===== config.mk =====
export PLATFORM = sky130hd
export DESIGN_NAME = keyed_min_priority_table
export DESIGN_NICKNAME = d
export VERILOG_FILES = /design/src/hdl/kmpt_pkg.sv /design/src/hdl/kmpt_cell.sv /design/src/hdl/keyed_min_priority_table.sv
export SDC_FILE = /design/constraint.sdc
export NUM_CORES = 2
export LEC_CHECK = 0
export BUFFER_PORTS_ARGS = -buffer_cell sky130_fd_sc_hd__buf_2
export CAP_MARGIN = 20
export CORE_UTILIZATION = 39
export DETAILED_ROUTE_END_ITERATION = 16
export SETUP_SLACK_MARGIN = 0.1
export SLEW_MARGIN = 20
export SYNTH_ARGS = -nofsm -noshare
export SYNTH_HDL_FRONTEND = slang
export SYNTH_SLANG_ARGS = --single-unit

===== constraint.sdc =====
create_clock -name clk_i -period 83 [get_ports clk_i]
set_input_delay 0 -clock clk_i [delete_from_list [all_inputs] [get_ports clk_i]]
set_output_delay 0 -clock clk_i [all_outputs]
set_load 0.05 [all_outputs]

===== src/hdl/kmpt_pkg.sv =====
// Shared types and constants for the keyed minimum-priority table.
// Used by the slot cell, the top level and the port checker; no dependencies.
`timescale 1ns / 1ps

package kmpt_pkg;

  localparam int ENTRIES = 64;
  localparam int IDX_W   = (ENTRIES > 1) ? $clog2(ENTRIES) : 1;
  localparam int CNT_W   = $clog2(ENTRIES + 1);
  localparam int KEY_W   = 32;
  localparam int VAL_W   = 16;
  localparam int SUM_W   = 22;
  localparam int LIVE_W  = 7;

  typedef enum logic [2:0] {
    ACT_INSERT   = 3'd0,
    ACT_RELEASE  = 3'd1,
    ACT_POP      = 3'd2,
    ACT_PEEK     = 3'd3,
    ACT_CONTAINS = 3'd4,
    ACT_CLEAR    = 3'd5
  } action_e;

  typedef enum logic [1:0] {
    ST_OK       = 2'd0,
    ST_ABSENT   = 2'd1,
    ST_FULL     = 2'd2,
    ST_ZERO_KEY = 2'd3
  } status_e;

  typedef struct packed {
    logic [2:0]       action;
    logic [KEY_W-1:0] entry_key;
    logic [VAL_W-1:0] entry_value;
  } req_t;

  typedef struct packed {
    logic [1:0]        status;
    logic              found;
    logic [KEY_W-1:0]  out_key;
    logic [VAL_W-1:0]  out_value;
    logic [SUM_W-1:0]  total_cost;
    logic [LIVE_W-1:0] live_count;
  } rsp_t;

  // one table slot as it travels along the chain
  typedef struct packed {
    logic             valid;
    logic [KEY_W-1:0] key;
    logic [VAL_W-1:0] value;
  } slot_t;

  typedef struct packed {
    logic shift;
    logic clear;
  } cell_ctl_t;

endpackage


===== src/hdl/kmpt_cell.sv =====
// One slot of the rotating table: holds a slot and takes its neighbor's on shift.
// Depends on kmpt_pkg.
`timescale 1ns / 1ps

module kmpt_cell (
  input  logic               clk_i,
  input  logic               rst_ni,
  input  kmpt_pkg::cell_ctl_t ctl_i,
  input  kmpt_pkg::slot_t    slot_i,
  output kmpt_pkg::slot_t    slot_o
);
  import kmpt_pkg::*;

  logic             valid_q;
  logic [KEY_W-1:0] key_q;
  logic [VAL_W-1:0] value_q;

  always_ff @(posedge clk_i or negedge rst_ni) begin
    if (!rst_ni) begin
      valid_q <= 1'b0;
    end else if (ctl_i.clear) begin
      valid_q <= 1'b0;
    end else if (ctl_i.shift) begin
      valid_q <= slot_i.valid;
    end
  end

  always_ff @(posedge clk_i) begin
    if (ctl_i.shift) begin
      key_q   <= slot_i.key;
      value_q <= slot_i.value;
    end
  end

  assign slot_o = '{valid: valid_q, key: key_q, value: value_q};

endmodule


===== src/hdl/keyed_min_priority_table.sv =====
// Keyed minimum-priority table: top level with the sequencer and the cell chain.
// Depends on kmpt_pkg and kmpt_cell.
`timescale 1ns / 1ps

// The table is a ring of ENTRIES cells that rotates one slot per cycle past
// the sequencer while a scan or write-back pass runs. Insert, release and
// pop take one full rotation to look up the key, the free slot and the lowest
// value, a decide state, and a second rotation to write the chosen slot back.
// Peek, contains and failed actions skip the second rotation. Clear, zero-key
// insert and unused codes skip both rotations. The table is empty after
// reset; no clearing pass is needed.

module keyed_min_priority_table (
  input  logic           clk_i,
  input  logic           rst_ni,
  input  logic           in_valid_i,
  output logic           in_stall_o,
  input  kmpt_pkg::req_t in_data_i,
  output logic           out_valid_o,
  input  logic           out_stall_i,
  output kmpt_pkg::rsp_t out_data_o
);
  import kmpt_pkg::*;

  typedef enum logic [4:0] {
    S_IDLE   = 5'b00001,
    S_SCAN   = 5'b00010,
    S_DECIDE = 5'b00100,
    S_APPLY  = 5'b01000,
    S_EMIT   = 5'b10000
  } state_e;

  typedef enum logic [1:0] {
    OP_SET_VALUE = 2'd0,
    OP_NEW       = 2'd1,
    OP_KILL      = 2'd2
  } op_e;

  state_e state_q, state_d;

  logic [2:0]       act_q;
  logic [KEY_W-1:0] key_q;
  logic [VAL_W-1:0] val_q;
  logic [IDX_W-1:0] cnt_q;

  // lookup results collected during the scan
  logic             hit_q, free_q, min_q;
  logic [IDX_W-1:0] hit_idx_q, free_idx_q, min_idx_q;
  logic [VAL_W-1:0] hit_val_q, min_val_q;
  logic [KEY_W-1:0] min_key_q;

  logic [SUM_W-1:0] sum_q, sum_d;
  logic [CNT_W-1:0] count_q, count_d;
  logic [IDX_W-1:0] tgt_q, tgt_d;
  op_e              op_q, op_d;

  logic [1:0]       res_status_q, res_status_d;
  logic             res_found_q, res_found_d;
  logic [KEY_W-1:0] res_key_q, res_key_d;
  logic [VAL_W-1:0] res_val_q, res_val_d;

  logic             out_valid_q;
  rsp_t             out_data_q;

  slot_t            chain[ENTRIES];
  slot_t            tail, wb;
  cell_ctl_t        cell_ctl;
  logic             accept, last, out_free;
  logic [CNT_W+LIVE_W-1:0] count_ext;

  assign accept    = in_valid_i && (state_q == S_IDLE);
  assign in_stall_o = (state_q != S_IDLE);
  assign last      = (cnt_q == IDX_W'(ENTRIES - 1));
  assign out_free  = !out_valid_q || !out_stall_i;
  assign tail      = chain[0];
  assign count_ext = {{LIVE_W{1'b0}}, count_q};

  assign cell_ctl.shift = (state_q == S_SCAN) || (state_q == S_APPLY);
  assign cell_ctl.clear = accept && (in_data_i.action == ACT_CLEAR);

  // write-back into the head of the ring; only the target slot changes
  always_comb begin
    wb = tail;
    if (state_q == S_APPLY && cnt_q == tgt_q) begin
      unique case (op_q)
        OP_SET_VALUE: wb.value = val_q;
        OP_NEW:       wb = '{valid: 1'b1, key: key_q, value: val_q};
        OP_KILL:      wb.valid = 1'b0;
        default:      wb = tail;
      endcase
    end
  end

  for (genvar i = 0; i < ENTRIES; i++) begin : g_cell
    slot_t nxt;
    if (i == ENTRIES - 1) begin : g_head
      assign nxt = wb;
    end else begin : g_body
      assign nxt = chain[i+1];
    end
    kmpt_cell u_cell (
      .clk_i  (clk_i),
      .rst_ni (rst_ni),
      .ctl_i  (cell_ctl),
      .slot_i (nxt),
      .slot_o (chain[i])
    );
  end

  // decision after the scan, and the fast paths at accept
  always_comb begin
    state_d      = state_q;
    sum_d        = sum_q;
    count_d      = count_q;
    tgt_d        = tgt_q;
    op_d         = op_q;
    res_status_d = res_status_q;
    res_found_d  = res_found_q;
    res_key_d    = res_key_q;
    res_val_d    = res_val_q;

    unique case (state_q)
      S_IDLE: begin
        if (accept) begin
          res_status_d = ST_OK;
          res_found_d  = 1'b0;
          res_key_d    = '0;
          res_val_d    = '0;
          state_d      = S_EMIT;
          priority if (in_data_i.action == ACT_CLEAR) begin
            sum_d   = '0;
            count_d = '0;
          end else if (in_data_i.action == ACT_INSERT && in_data_i.entry_key == '0) begin
            res_status_d = ST_ZERO_KEY;
          end else if (in_data_i.action > ACT_CLEAR) begin
            // unused code: no change
          end else begin
            state_d = S_SCAN;
          end
        end
      end
      S_SCAN: begin
        if (last) state_d = S_DECIDE;
      end
      S_DECIDE: begin
        state_d = S_EMIT;
        unique case (act_q)
          ACT_INSERT: begin
            if (hit_q) begin
              sum_d       = sum_q - SUM_W'(hit_val_q) + SUM_W'(val_q);
              res_found_d = 1'b1;
              op_d        = OP_SET_VALUE;
              tgt_d       = hit_idx_q;
              state_d     = S_APPLY;
            end else if (free_q) begin
              sum_d   = sum_q + SUM_W'(val_q);
              count_d = count_q + CNT_W'(1);
              op_d    = OP_NEW;
              tgt_d   = free_idx_q;
              state_d = S_APPLY;
            end else begin
              res_status_d = ST_FULL;
            end
          end
          ACT_RELEASE: begin
            if (hit_q) begin
              count_d     = count_q - CNT_W'(1);
              sum_d       = (count_d == '0) ? '0 : sum_q - SUM_W'(hit_val_q);
              res_found_d = 1'b1;
              op_d        = OP_KILL;
              tgt_d       = hit_idx_q;
              state_d     = S_APPLY;
            end else begin
              res_status_d = ST_ABSENT;
            end
          end
          ACT_POP, ACT_PEEK: begin
            if (min_q) begin
              res_found_d = 1'b1;
              res_key_d   = min_key_q;
              res_val_d   = min_val_q;
              if (act_q == ACT_POP) begin
                count_d = count_q - CNT_W'(1);
                sum_d   = (count_d == '0) ? '0 : sum_q - SUM_W'(min_val_q);
                op_d    = OP_KILL;
                tgt_d   = min_idx_q;
                state_d = S_APPLY;
              end
            end else begin
              res_status_d = ST_ABSENT;
            end
          end
          ACT_CONTAINS: begin
            if (hit_q) res_found_d = 1'b1;
            else       res_status_d = ST_ABSENT;
          end
          default: ;
        endcase
      end
      S_APPLY: begin
        if (last) state_d = S_EMIT;
      end
      S_EMIT: begin
        if (out_free) state_d = S_IDLE;
      end
      default: state_d = S_IDLE;
    endcase
  end

  always_ff @(posedge clk_i or negedge rst_ni) begin
    if (!rst_ni) begin
      state_q     <= S_IDLE;
      sum_q       <= '0;
      count_q     <= '0;
      out_valid_q <= 1'b0;
    end else begin
      state_q <= state_d;
      sum_q   <= sum_d;
      count_q <= count_d;
      if (state_q == S_EMIT && out_free) begin
        out_valid_q <= 1'b1;
      end else if (!out_stall_i) begin
        out_valid_q <= 1'b0;
      end
    end
  end

  always_ff @(posedge clk_i) begin
    tgt_q        <= tgt_d;
    op_q         <= op_d;
    res_status_q <= res_status_d;
    res_found_q  <= res_found_d;
    res_key_q    <= res_key_d;
    res_val_q    <= res_val_d;

    if (accept) begin
      act_q  <= in_data_i.action;
      key_q  <= in_data_i.entry_key;
      val_q  <= in_data_i.entry_value;
      cnt_q  <= '0;
      hit_q  <= 1'b0;
      free_q <= 1'b0;
      min_q  <= 1'b0;
    end else if (cell_ctl.shift) begin
      cnt_q <= last ? '0 : cnt_q + IDX_W'(1);
      if (state_q == S_SCAN) begin
        // first match and first free slot win; strict compare keeps lowest slot on ties
        if (!hit_q && tail.valid && tail.key == key_q) begin
          hit_q     <= 1'b1;
          hit_idx_q <= cnt_q;
          hit_val_q <= tail.value;
        end
        if (!free_q && !tail.valid) begin
          free_q     <= 1'b1;
          free_idx_q <= cnt_q;
        end
        if (tail.valid && (!min_q || tail.value < min_val_q)) begin
          min_q     <= 1'b1;
          min_idx_q <= cnt_q;
          min_key_q <= tail.key;
          min_val_q <= tail.value;
        end
      end
    end

    if (state_q == S_EMIT && out_free) begin
      out_data_q.status     <= res_status_q;
      out_data_q.found      <= res_found_q;
      out_data_q.out_key    <= res_key_q;
      out_data_q.out_value  <= res_val_q;
      out_data_q.total_cost <= sum_q;
      out_data_q.live_count <= count_ext[LIVE_W-1:0];
    end
  end

  assign out_valid_o = out_valid_q;
  assign out_data_o  = out_data_q;

endmodule


# Word level (Yosys, flattened, before mapping)
# Cells that the tools add are included.
[op_classes]
addsub = 7
multipliers = 0
n_div = 0
order_cmp = 2
n_eq_ne = 41
shift = 0
mux = 203
bitwise = 1
reduce_logical = 43
[op_table]
columns = ["operator", "n"]
rows = [
  ["$mux 22", 9],
  ["$mux 1", 133],
  ["$mux 32", 4],
  ["$pmux 22 s3", 1],
  ["$mux 16", 4],
  ["$pmux 32 s2", 1],
  ["$mux 5", 12],
  ["$mux 49", 1],
  ["$mux 7", 7],
  ["$add 22x16->22", 2],
  ["$pmux 22 s2", 1],
  ["$sub 22x16->22", 2],
  ["$mux 6", 6],
  ["$eq 32x32->1", 1],
  ["$logic_not 32->1", 1],
  ["$pmux 16 s2", 1],
  ["$ne 3x3->1 const B", 10],
  ["$pmux 5 s5", 1],
  ["$mux 2", 12],
  ["$pmux 7 s3", 1],
  ["$reduce_and 4->1", 5],
  ["$pmux 6 s3", 1],
  ["$lt 16x16->1", 1],
  ["$ne 2x2->1 const B", 8],
  ["other kinds (44)", 72],
]
[totals]
ff_bits = 3452
latch_bits = 0
ramBits = 0
romBits = 0
in_bits = 55
output_inout_bits = 82
wordCells = 518
memories = 0

# Longest topological paths before layout
[logic_depth]
depth_word = 7
ltp_mapped = 20
mapped_depth_nobuf = 20

# Cells and area by module
# Synthesis repeated with hierarchy kept, for this count alone.
[unflattened]
cells_unflattened = 4567
area_unflattened_um2 = 110697.4
[modules_own_cells]
columns = ["mod", "instances", "cells_each", "area_per_inst_um2", "seq_area_each_um2"]
rows = [
  ["kmpt_cell", 64, 52, 1487.7, 1466.4],
  ["keyed_min_priority_table", 1, 1239, 15486.1, 9225.1],
]

# Worst setup path after synthesis
# No wires, ideal clock.
[synth_path]
kind = "register to register"
startpoint = "register state_q[2]"
endpoint = "register g_cell[21].u_cell.valid_q"
setup_time_ns = 0.249
arrival_ns = 90.692
required_time_ns = 82.751
path_slack_ns = -7.941
stages_incl_launch_ff = 6
path_buffers = 1
synth_period_minus_slack_ns = 90.941
path_cell_list = "dfrtp_1 -> nor3_1 -> nand3b_1 -> nand2_1 -> clkbuf_1 -> a22o_1"
[synth_lines]
columns = ["element", "line", "rtl"]
rows = [
  ["from (decl)", "keyed_min_priority_table.sv:39", "state_e state_q, state_d;"],
  ["from (signal assigned)", "keyed_min_priority_table.sv:217", "state_q <= state_d;"],
  ["to (signal assigned)", "kmpt_cell.sv:24", "valid_q <= slot_i.valid;"],
  ["to (decl)", "kmpt_cell.sv:14", "logic valid_q;"],
]

# Worst setup path after layout
[layout_path]
startpoint = "register state_q[2]"
endpoint = "register g_cell[40].u_cell.key_q[26], enable pin"
[layout_between]
elab_chain_len = 2
word_cells_on_any_way = 3
classes_between = "eq/ne: 2; reduce/logical: 1"
[layout_rtl]
columns = ["element", "line", "rtl"]
rows = [
  ["$eq 5x2->1 or $eq 5x4->1 (tied branches)", "keyed_min_priority_table.sv:78", "assign cell_ctl.shift = (state_q == S_SCAN) || (state_q == S_APPLY);"],
  ["$logic_or 1x1->1 *", "keyed_min_priority_table.sv:78", ""],
  ["to (signal assigned)", "kmpt_cell.sv:30", "key_q <= slot_i.key;"],
  ["to (decl)", "kmpt_cell.sv:15", "logic [KEY_W-1:0] key_q;"],
]
# Mark *: on every way between the ends. The rest lies on a longest branch, timed or not.
# A chain may end at the register's enable or synchronous reset.

==> run_results.csv <==
group,metric,value,unit
critical_path,slowest_delay,0.89,ns
synth,async_flop_share,0.0287,
critical_path,path_max_fanout,182,
global_routing,track_usage,0.118,
floorplanning,die_area,285000,um^2
synth,synth_compound_area_frac,0.0214,
run,drv_cap,0,
synth,synth_nets,4610,
synth,synth_top_area_frac,0.912,
power_and_ir_drop,power,4.01,mW
timing,hold_ws,0.0777,ns
timing,hold_viol,0,
route,drc_errors,0,
floorplanning,die_y,533,um
floorplanning,die_w,533,um
cts,ctsHtreeMaxLevel,5,
critical_path,end_kind,"register",
cts,cts_tree,"built",
route,avgRoutedWirePerCell,18.7,um
cts,cts.sinks,3452,
cts,clk_latency,0.93,ns
synth,yosys.area_share.simple,0.0160,
timing,period_share,0.0748,
synth,synth_edf_count,3344,
floorplanning,rows,194,
global_routing,overflow,0,
route,vias_per_cell,4.65,
critical_path,critical_path.top_delay_family,"buffers and inverters",
synth,syn_area_per_cell,24.6,um^2
synth,synth_area_leaders,"edfxtp_1 (91%), dfrtp_1 (2.2%), ha_1 (0.80%)",
floorplanning,start_util,0.393,
global_routing,grt_pass1_wl,258000,um
synth,synth_top_area_cell,"edfxtp_1",
synth,synth_commonest_cells,"edfxtp_1 (3344), nor2_1 (99), dfrtp_1 (98), nand2_1 (76), a21oi_1 (74)",
synth,yosys_warnings,0,
critical_path,cp.arrival,6.75,ns
finish,drive_gt1_frac,0.143,
timing,slew_headroom,0.199,
timing,drv_slew,0,
global_routing,grt_max_degree,214,
timing,max_freq,0.161,GHz
timing,setup_tns,0,ns
synth,synthFlopType,"edfxtp_1",
synth,ys_seq_elements,3452,
critical_path,worst_ep_required_time,83.54,ns
route,wl,170000,um
global_routing,grt_pass1_vias,41500,
cts,postCtsResizedCells,0,
placed_design,gp_congestion,0.842,
critical_path,critPathKind,"reg -> reg",
placed_design,placed_cells,8340,
cts,numCtsBuffers,346,
global_routing,antenna_found_initial,15,
synth,ys_seq_area_frac,0.936,
cts,clkTransAtPathRegs,0.06,ns
route,ant_nets,0,
power_and_ir_drop,powerDensity,31.4,nW/um^2
timing,rsz0062_at_grt,"false",
timing,setup_viol,0,
synth,synthesis.area,110000,um^2
placed_design,io_buffers,136,
critical_path,crit_path_frequent_cell,"buf_4",
cts,cts-root-buf,"clkbuf_16",
floorplanning,ios,137,
floorplanning,core-area,280000,um^2
critical_path,critPathBufInv,5,
timing,period_needed,6.21,ns
run_status,run_status,"finished, final reports clean",
cts,clockBufferDepth,4,
synth,synth_fa_ha_area_frac,0.00850,
placed_design,dpl_worst_slack,76.71,ns
finish,fin_nets,5199,
timing,worst_slack,76.79,ns
power_and_ir_drop,p_leak,36.6,nW
synth,ys_types,88,
synth,synth_xor_area_frac,0.00660,
critical_path,slowest_stage,"buf_4",
route,via_count,42200,
worst_hold_path,min_path_type,"in -> reg",
route,drt_iter0_drc,4011,
synth,syn_inst,4482,
finish,fin_cells,9062,
timing,worst_slew_pin_slew,1.20,ns
route,first_pass_iters,5,
cts,post_cts_buffers,0,
placed_design,hpwl,91900,um
power_and_ir_drop,ir_drop,0.0229,mV
timing,skew,0.0827,ns
finish,syn2layout_area_growth,15.9,%
synth,synth_top_family_by_area,"compound AO/OA/AOI/OAI gates",
finish,nFillCells,22900,
critical_path,crit_chain,"nor3_1 -> nand3b_1 -> nand2_4 -> buf_4 -> buf_12 -> buf_4 -> buf_4 -> buf_4",
synth,post-synth-top-count-cell,"edfxtp_1",
critical_path,startpoint_type,"register",
synth,muxShareOfSynthArea,0.00737,
[cells by family after synthesis]
| family | Yosys count |
|---|---|
| AOI/OAI and AO/OA | 329 |
| xor gates and xnor gates | 83 |
| adders and majority gates | 73 |
| buffers and inverters | 120 |
| DFF | 3452 |
| muxes | 73 |
| and+or+nand+nor | 352 |
[final timing paths]
check / from / endpoint / slack [ns] / cells past startpoint
setup / recovery: state_q[2] / g_cell[40].u_cell.key_q[26] / 76.79 / 8
setup reg to reg: state_q[2] / g_cell[40].u_cell.key_q[26] / 76.79 / 8
hold / removal: in_data_i[48] / act_q[0] / 0.08 / 2
max in group asynchronous: rst_ni / sum_q[4] / 81.74 / 4
hold reg to reg: g_cell[57].u_cell.value_q[2] / g_cell[56].u_cell.value_q[2] / 0.36 / 0
min in group asynchronous: rst_ni / state_q[0] / 0.36 / 3
[cell type report]
type,instances,area (um^2),share of cell area
sequential,3452,103000,0.808
clock inverter,184,1630,0.0127
clock buffer,425,9090,0.0712
antenna,6,15.0,0.000118
tap,3724,4660,0.0365
multi-input combinational,910,6670,0.0522
inverter,71,268,0.00210
timing repair buffer,290,2220,0.0174
[stage by stage]
stage                      util  cell area, um^2
after floorplan               -           110000
after global placement    0.413           116000
after detailed placement  0.413           116000
after CTS                 0.455           128000
after global routing      0.456           128000
final                     0.456           128000
[cells in the final DEF, fill, tap and decap left out, drive strengths merged, types with 10 or more instances in the layout]
cell type       n
buf           185
dfrtp          98
o21bai         11
a21o           19
clkinv        136
o21a           13
nand3          24
nor2           99
a21oi          75
nor4           11
xor2           23
mux2           65
bufinv         26
and2           39
o31ai          10
o21ai          60
dlygate4sd3   105
ha             70
clkinvlp       21
nor2b          14
nor3           22
inv            72
clkbuf        425
nand4          19
edfxtp       3344
xnor2          60
nand2          77
a22o           67
[worst register-to-register path, cell delays in order, from the launching register on]
cell and delay, ns:
dfrtp_1 0.41, nor3_1 0.30, nand3b_1 0.25, nand2_4 0.56, buf_4 0.81, buf_12 0.77
buf_4 1.01, buf_4 0.84, buf_4 0.89
[sequential cells by signal, summed over array words and instances, names as in the netlist, 22 cells and up]
name	cells
g_cell.u_cell.value_q	1024
g_cell.u_cell.key_q	2048
min_key_q	32
g_cell.u_cell.valid_q	64
out_data_o	80
key_q	32
sum_q	22
res_key_q	32
[power by group]
part / internal [mW] / switching (mW) / total [mW]
Combinational: 0.0404 / 0.251 / 0.291
Sequential: 2.19 / 0.0551 / 2.25
Clock: 0.858 / 0.612 / 1.47
Total: 3.09 / 0.918 / 4.01
[per-layer routing]
metal | GRT usage | wire, um | vias up
met2 | 0.176 | 77200 | 948
met4 | 0.0434 | 5280 | 0
li1 | - | - | 19100
met5 | 0 | 0 | -
met3 | 0.0242 | 8300 | 392
met1 | 0.173 | 79000 | 21700
[what timing repair did]
item	4_1_cts	5_1_grt
hold buffers	106	0
setup endpoints to repair	0	0
endpoints found under the hold margin	192	0
Note: power is estimated with default switching activity, not from simulation.
